### config.mk
export PLATFORM = sky130hd
export DESIGN_NAME = ffha_ctrl
export DESIGN_NICKNAME = d
export VERILOG_FILES = /design/src/hdl/ffha_pkg.sv /design/src/hdl/ffha_ctrl.sv
export VERILOG_INCLUDE_DIRS = /design/src /design/src/hdl
export SDC_FILE = /design/constraint.sdc
export NUM_CORES = 1
export LEC_CHECK = 0
export BUFFER_PORTS_ARGS = -buffer_cell sky130_fd_sc_hd__buf_2
export CORE_MARGIN = 1.5
export CORE_UTILIZATION = 46
export DETAILED_ROUTE_END_ITERATION = 7
export GPL_TIMING_DRIVEN = 0
export PLACE_DENSITY = 0.73
export SLEW_MARGIN = 20
export SYNTH_ARGS = -nofsm -noshare
export SYNTH_HDL_FRONTEND = slang
export SYNTH_SLANG_ARGS = --single-unit
### constraint.sdc
create_clock -name i_clk -period 1.8 [get_ports i_clk]
set_input_delay 0.09 -clock i_clk [delete_from_list [all_inputs] [get_ports i_clk]]
set_output_delay 0.09 -clock i_clk [all_outputs]
set_load 0.02 [all_outputs]
### src/hdl/first_fit_heap_allocator_defines.svh
// Assertion macros used by the allocator controller RTL.
`ifndef FIRST_FIT_HEAP_ALLOCATOR_DEFINES_SVH
`define FIRST_FIT_HEAP_ALLOCATOR_DEFINES_SVH

// Same-cycle implication, disabled while reset is held.
`define FFHA_ASSERT_IMPL(label, clk, rst_n, ante, cons) \
    label: assert property (@(posedge clk) disable iff (!rst_n) (ante) |-> (cons)) \
        else $error("ffha: assertion failed");

// Next-cycle implication, disabled while reset is held.
`define FFHA_ASSERT_NEXT(label, clk, rst_n, ante, cons) \
    label: assert property (@(posedge clk) disable iff (!rst_n) (ante) |=> (cons)) \
        else $error("ffha: assertion failed");

`endif

### src/hdl/ffha_pkg.sv
// ----------------------------------------------------------------------------
// ffha_pkg
// Shared widths, codes and controller/datapath interface types.
// ----------------------------------------------------------------------------
`default_nettype none

package ffha_pkg;

    localparam int SIZE_W = 13;
    localparam int OFFS_W = 12;

    localparam logic ACT_ALLOC = 1'b0;
    localparam logic ACT_FREE  = 1'b1;

    typedef enum logic [2:0] {
        WR_NONE,
        WR_INIT,
        WR_REST,
        WR_CUR,
        WR_LINK_REST,
        WR_LINK_NEXT,
        WR_LINK_HDR,
        WR_HDR
    } t_wr;

    typedef struct packed {
        logic start;
        logic rd;
        logic step;
        t_wr  wr;
        logic done;
        logic ok;
        logic give;
    } t_cmd;

    typedef struct packed {
        logic at_end;
        logic limit;
        logic fits;
        logic split;
        logic reached;
        logic free_bad;
        logic out_full;
    } t_status;

endpackage

`default_nettype wire

### src/hdl/ffha_ctrl.sv
// ----------------------------------------------------------------------------
// ffha_ctrl
// Sequencer for store init, allocate walk/split and free walk/insert.
// ----------------------------------------------------------------------------
`default_nettype none
`include "first_fit_heap_allocator_defines.svh"

module ffha_ctrl (
    input  wire logic              i_clk,
    input  wire logic              i_rst_n,
    input  wire logic              i_in_valid,
    output logic                   o_in_ready,
    input  wire logic              i_action,
    input  wire ffha_pkg::t_status i_status,
    output ffha_pkg::t_cmd         o_cmd
);

    typedef enum logic [3:0] {
        S_INIT,
        S_IDLE,
        S_A_CHECK,
        S_A_EVAL,
        S_A_CUR,
        S_A_LINK,
        S_F_CHECK,
        S_F_EVAL,
        S_F_HDR,
        S_DONE
    } t_state;

    t_state r_state;
    t_state n_state;
    logic   r_ok;
    logic   n_ok;
    logic   r_give;
    logic   n_give;

    always_comb begin
        n_state     = r_state;
        n_ok        = r_ok;
        n_give      = r_give;
        o_cmd.start = 1'b0;
        o_cmd.rd    = 1'b0;
        o_cmd.step  = 1'b0;
        o_cmd.wr    = ffha_pkg::WR_NONE;
        o_cmd.done  = 1'b0;
        o_cmd.ok    = r_ok;
        o_cmd.give  = r_give;
        case (r_state)
            S_INIT: begin
                o_cmd.wr = ffha_pkg::WR_INIT;
                n_state  = S_IDLE;
            end
            S_IDLE: begin
                if (i_in_valid) begin
                    if (i_action == ffha_pkg::ACT_ALLOC) begin
                        o_cmd.start = 1'b1;
                        n_state     = S_A_CHECK;
                    end else if (i_status.free_bad) begin
                        n_ok    = 1'b0;
                        n_give  = 1'b0;
                        n_state = S_DONE;
                    end else begin
                        o_cmd.start = 1'b1;
                        n_state     = S_F_CHECK;
                    end
                end
            end
            S_A_CHECK: begin
                if (i_status.at_end || i_status.limit) begin
                    n_ok    = 1'b0;
                    n_give  = 1'b0;
                    n_state = S_DONE;
                end else begin
                    o_cmd.rd = 1'b1;
                    n_state  = S_A_EVAL;
                end
            end
            S_A_EVAL: begin
                if (!i_status.fits) begin
                    o_cmd.step = 1'b1;
                    n_state    = S_A_CHECK;
                end else if (i_status.split) begin
                    o_cmd.wr = ffha_pkg::WR_REST;
                    n_state  = S_A_CUR;
                end else begin
                    o_cmd.wr = ffha_pkg::WR_LINK_NEXT;
                    n_ok     = 1'b1;
                    n_give   = 1'b1;
                    n_state  = S_DONE;
                end
            end
            S_A_CUR: begin
                o_cmd.wr = ffha_pkg::WR_CUR;
                n_state  = S_A_LINK;
            end
            S_A_LINK: begin
                o_cmd.wr = ffha_pkg::WR_LINK_REST;
                n_ok     = 1'b1;
                n_give   = 1'b1;
                n_state  = S_DONE;
            end
            S_F_CHECK: begin
                if (i_status.at_end || i_status.reached) begin
                    o_cmd.wr = ffha_pkg::WR_LINK_HDR;
                    n_state  = S_F_HDR;
                end else if (i_status.limit) begin
                    n_ok    = 1'b0;
                    n_give  = 1'b0;
                    n_state = S_DONE;
                end else begin
                    o_cmd.rd = 1'b1;
                    n_state  = S_F_EVAL;
                end
            end
            S_F_EVAL: begin
                o_cmd.step = 1'b1;
                n_state    = S_F_CHECK;
            end
            S_F_HDR: begin
                o_cmd.wr = ffha_pkg::WR_HDR;
                n_ok     = 1'b1;
                n_give   = 1'b0;
                n_state  = S_DONE;
            end
            S_DONE: begin
                if (!i_status.out_full) begin
                    o_cmd.done = 1'b1;
                    n_state    = S_IDLE;
                end
            end
            default: begin
                n_state = S_IDLE;
            end
        endcase
    end

    always_ff @(posedge i_clk) begin
        if (!i_rst_n) begin
            r_state <= S_INIT;
            r_ok    <= 1'b0;
            r_give  <= 1'b0;
        end else begin
            r_state <= n_state;
            r_ok    <= n_ok;
            r_give  <= n_give;
        end
    end

    assign o_in_ready = (r_state == S_IDLE);

    `FFHA_ASSERT_IMPL(a_done_has_room, i_clk, i_rst_n, o_cmd.done, !i_status.out_full)
    `FFHA_ASSERT_IMPL(a_read_in_chain, i_clk, i_rst_n, o_cmd.rd, !i_status.at_end && !i_status.limit)
    `FFHA_ASSERT_NEXT(a_busy_after_word, i_clk, i_rst_n, i_in_valid && o_in_ready, !o_in_ready)
    `FFHA_ASSERT_IMPL(a_split_on_fit, i_clk, i_rst_n, o_cmd.wr == ffha_pkg::WR_REST, i_status.fits && i_status.split)

endmodule

`default_nettype wire

# ---- Word level (Yosys, flattened, before mapping)
# Index checks and enable logic that the tools add are counted.
dict set report totals {
  reg_bits 6
  output_inout_bits 10
  word_cells 66
  inputBits 11
}
dict set report classes {
  reduce_logical 9
  n_mux 36
  n_eq_ne 18
}
# cell count
set op_table {}
lappend op_table {{two-way mux 4 bit} 9}
lappend op_table {{case mux 4 bit (8 select lines)} 1}
lappend op_table {{two-way mux 1 bit} 18}
lappend op_table {{case mux 3 bit (6 select lines)} 1}
lappend op_table {{AND reduction 9 bit} 2}
lappend op_table {{== test 4 x 3 -> 1 bit (second input constant)} 4}
lappend op_table {{!= test 2 bit (second input constant)} 7}
lappend op_table {{two-way mux 3 bit} 3}
lappend op_table {{== test 4 x 2 -> 1 bit (second input constant)} 2}
lappend op_table {{== test 4 bit (second input constant)} 2}
lappend op_table {{case mux 1 bit (6 select lines)} 1}
lappend op_table {{nonzero test 6 bit} 1}
lappend op_table {{case mux 1 bit (5 select lines)} 1}
lappend op_table {{nonzero test 5 bit} 1}
lappend op_table {{== test 4 x 1 -> 1 bit (second input constant)} 1}
lappend op_table {{logical NOT 4 bit} 1}
lappend op_table {{!= test 2 x 1 -> 1 bit (second input constant)} 2}
lappend op_table {{case mux 1 bit (2 select lines)} 2}
lappend op_table {{logical OR 1 bit} 2}
lappend op_table {{AND reduction 2 bit} 1}
lappend op_table {{OR reduction 2 bit} 1}

# ---- Depth between registers and ports, before layout
dict set report logic_depth {
  ltp_word 4
  mapped_depth 6
  ltp_nobuf 4
}

# ---- Worst setup path before layout
# Ideal clock, no wire load.
dict set report synth_path {
  path_type {register -> output}
  from {register r_state[1]}
  to {output port o_cmd[8] (netlist bit)}
  arrival_ns 1.496
  path_slack_ns 0.214
  stages_incl_launch_ff 5
  path_buffers 1
  required_time_ns 1.710
  cell_sequence {dfxtp_1 buf_2 nand2b_1 nor3_1 and3_1}
}
# item line_no
set synth_rtl {}
lappend synth_rtl {{start: declaration} ffha_ctrl.sv:31} ;# t_state r_state;
lappend synth_rtl {{start signal: assignment} ffha_ctrl.sv:144} ;# r_state <= n_state;
lappend synth_rtl {{end: declaration} ffha_ctrl.sv:15} ;# output ffha_pkg::t_cmd o_cmd

==> parameters.txt <==
Parameter                              Value

Run status
  Run status ... finished clean

CTS
  Clock network latency to the later pin of the worst-skew pair ... 0.24 ns
  TritonCTS Buffers ... 3
  CTS HTree Levels ... 1
  CTS-repair resized insts ... 0
  CTS tree ... done
  Buffers from clock root to sink, at most ... 2
  Clock transition at the registers of the reported paths ... roughly 0.040 ns
  Buffer cell driving the clock tree root ... clkbuf_4
  Clock Sinks ... 6

Layout
  Antenna diodes ... 0
  Post-route insts no fill ... ~130
  Non-Filler Cell Area, Final ... around 830 um^2
  Synth-to-layout area growth ... 24.6%
  Total Nets Final ... 126
  Layout cell share with drive strength beyond 1 ... 0.363

Global route
  Maximum number of pins on one net before global-route repair ... 11
  Wire length of the first global-routing pass ... roughly 2600 um
  Overall track demand over capacity in global routing ... 0.229
  Via count of the first global-routing pass ... 640
  Residual overflow from global routing ... 0
  Number of antenna violations at the first check in global routing ... 0

Detailed routing
  DRC violation count after routing ... 0
  Iteration-0 DRC Markers ... 27
  Total wire length after detailed routing ... about 1800 um
  Post-DR vias/cell ... 6.20
  Number of detailed-route iterations in the first pass ... 4
  Average wire per cell in the routed design ... between 10 and 15 um
  Routed vias ... just under 800
  Count of nets left with antenna violations after detail routing ... 0

Worst setup path
  Critical path start-end classification ... flip-flop to primary output
  Worst-case register-to-register setup slack ... between 0.2 and 0.3 ns
  Startpoint type of the worst setup path ... flip-flop
  Family with the most delay on the worst path ... flip-flops
  Cell-by-cell trace of the critical path ... buf_6 -> o21ai_1 -> o22a_1 -> o21bai_1 -> buf_2
  Worst path bufs/invs ... 2
  Required time of the critical path ... approximately 1.7 ns
  Slowest Stage Delay on Critical Path ... 0.50 ns
  Worst-path fanout max ... 10
  Kind of end point of the critical path ... primary output
  Data arrival time at the worst-slack endpoint ... around 1.6 ns
  Cell with the biggest individual delay on the critical path ... dfxtp_1

STA
  Highest achievable clock rate ... around 600 MHz
  Total Negative Setup Slacks ... 0 ns
  Setup-violating endpoint count in the final report ... 0
  Clock Skew ... roughly 0.002 ns
  Share of the clock period used by the worst path after layout ... 0.918
  Least-Margin Pin Slew ... between 0.4 and 0.5 ns
  Fin crit period ... 1.65 ns
  Hold Vio Cnt, Final ... 0
  Max-slew headroom at the worst pin ... 0.719
  RSZ-0062 raised after global routing ... false
  Fin. max-slew vios ... 0

Yosys
  Seq/Total Area, Yosys ... 0.180
  Post-synth EDFFs ... 0
  Yosys cell types ... 41
  Synth top area share ... 0.180
  Net count of the mapped netlist ... 98
  Summed instance area of the synthesized netlist ... roughly 670 um^2
  Count leader, synth ... o21ai_1
  Synth Area per Inst ... 7.67 um^2
  Most area-consuming cells after synthesis ... dfxtp_1 (18%), o21ai_1 (6.0%), nor2_1 (3.9%)
  Most frequently used flop master after synthesis ... dfxtp_1
  Number of warnings issued by yosys ... 0
  Cell type contributing the most total cell area after synthesis ... dfxtp_1
  Fraction of registers with async set or reset after synthesis ... 0
  Commonest cells post-synth ... o21ai_1 (8), nor2_1 (7), dfxtp_1 (6), nand2_1 (6), a21oi_1 (5)
  Register bit total from synthesis ... 6
  Synth Instances ... 87

Power
  Fraction of power spent switching nets ... 0.328
  Sequential group share of total power ... 0.352
  Leakage power ... around 0.00033 uW
  Power density normalized to cell area ... 482 nW/um^2
  Net Switching ... 131 uW
  IR drop worst, VDD ... approximately 0.45 mV
  Internal power ... between 200 and 300 uW
  Share of total power in the clock network ... 0.298
  Combinational group share of total power ... 0.350

Die
  Std-Cell Core Area ... between 1000 and 1500 um^2
  DIE HEIGHT ... slightly above 40 um
  Top-level port count ... 21
  Die footprint ... approximately 1700 um^2
  Starting density of the core ... 0.500
  Die Span X ... roughly 40 um
  Site Rows ... 13

Placed design
  Hpwl dp ... approximately 1300 um
  Total cell area at the placement stage ... slightly below 800 um^2
  RePlAce Congestion ... roughly 0.9
  Placed insts ... ~120
  Count of buffers from port buffering ... 20

Worst hold path
  Worst min-delay path category ... primary input to flip-flop

Flow run
  Max-capacitance violation count ... 0
[power groups by stage]
stage          Sequential (uW)  Clock, uW  Combinational [uW]
4_1_cts                    141        125                 136
3_3_place_gp               143          0                 134
2_1_floorplan              143          0                91.9
3_5_place_dp               143          0                 135
5_1_grt                    141        134                 152
6_report                   141        119                 140
[per-stage QoR]
step	hold WS [ns]	setup slack [ns]	power (uW)	utilization
after floorplan	0.217	0.214	235	-
after global placement	0.367	0.325	277	0.589
after detailed placement	0.363	0.321	279	0.589
after CTS	0.114	0.0539	402	0.606
after global routing	0.135	0.0501	427	0.623
final	0.127	0.147	400	0.623
[sequential cells by signal, summed over array words and instances, names as in the netlist]
signal   flops
r_ok         1
r_give       1
r_state      4
[metal layers]
metal / share of wire / vias to the layer above / global-route usage
li1: - / 382 / -
met1: 0.45 / 369 / 0.296
met2: 0.47 / 37 / 0.391
met3: 0.063 / 6 / 0.0489
met4: 0.017 / 0 / 0.0333
met5: 0 / - / 0
[timing repair]
action / 4_1_cts / 5_1_grt
hold buffers: 0 / 0
buffers inserted: 0 / 3
endpoints found under the setup margin: 0 / 1
[path summary, 6_finish.rpt]
check	startpoint	cells past startpoint	end
hold / removal	i_status[0]	3	r_state[3]$_SDFFE_PN0P_
setup reg to reg	r_state[2]$_SDFFE_PN0P_	5	r_state[3]$_SDFFE_PN0P_
hold reg to reg	r_give$_SDFFE_PN0P_	2	r_give$_SDFFE_PN0P_
setup / recovery	r_state[2]$_SDFFE_PN0P_	5	o_cmd[5]
[cells in the final DEF, fill, tap and decap left out, types with 2 or more instances in the layout]
cell type	netlist	final
a21oi_1	5	5
nor2b_1	2	2
dfxtp_1	6	6
a31oi_1	3	3
a211oi_1	2	2
buf_4	3	6
nor3b_1	2	2
xnor2_1	2	2
nor2_1	7	7
buf_2	4	24
nand2b_1	2	2
o21ai_0	2	2
clkbuf_4	0	3
nand2_1	6	6
nor3_1	4	4
o21ai_1	8	8
nand3b_1	3	3
o22a_1	2	2
[cell type report]
type | count | area, um^2
flip-flops and latches | 6 | 120
clock buffers | 3 | 22.5
well taps | 15 | 18.8
multi-input cells | 71 | 485
repair buffers | 23 | 123
plain buffers | 8 | 53.8
inverters | 2 | 7.51
fillers | 143 | 503
[worst min-delay path: stages]
cell and delay [ns]:
buf_2 0.11, nand2_1 0.05, o32ai_1 0.06
[kinds of logic after synthesis]
logic type             Yosys count  synth area share
multiplexers                     1            0.0150
buffers and inverters           10            0.0919
AND/OR/NAND/NOR                 35             0.326
flip-flops                       6             0.180
AO/OA/AOI/OAI                   33             0.360
XOR/XNOR                         2            0.0263
(Power assumes the default switching activity.)
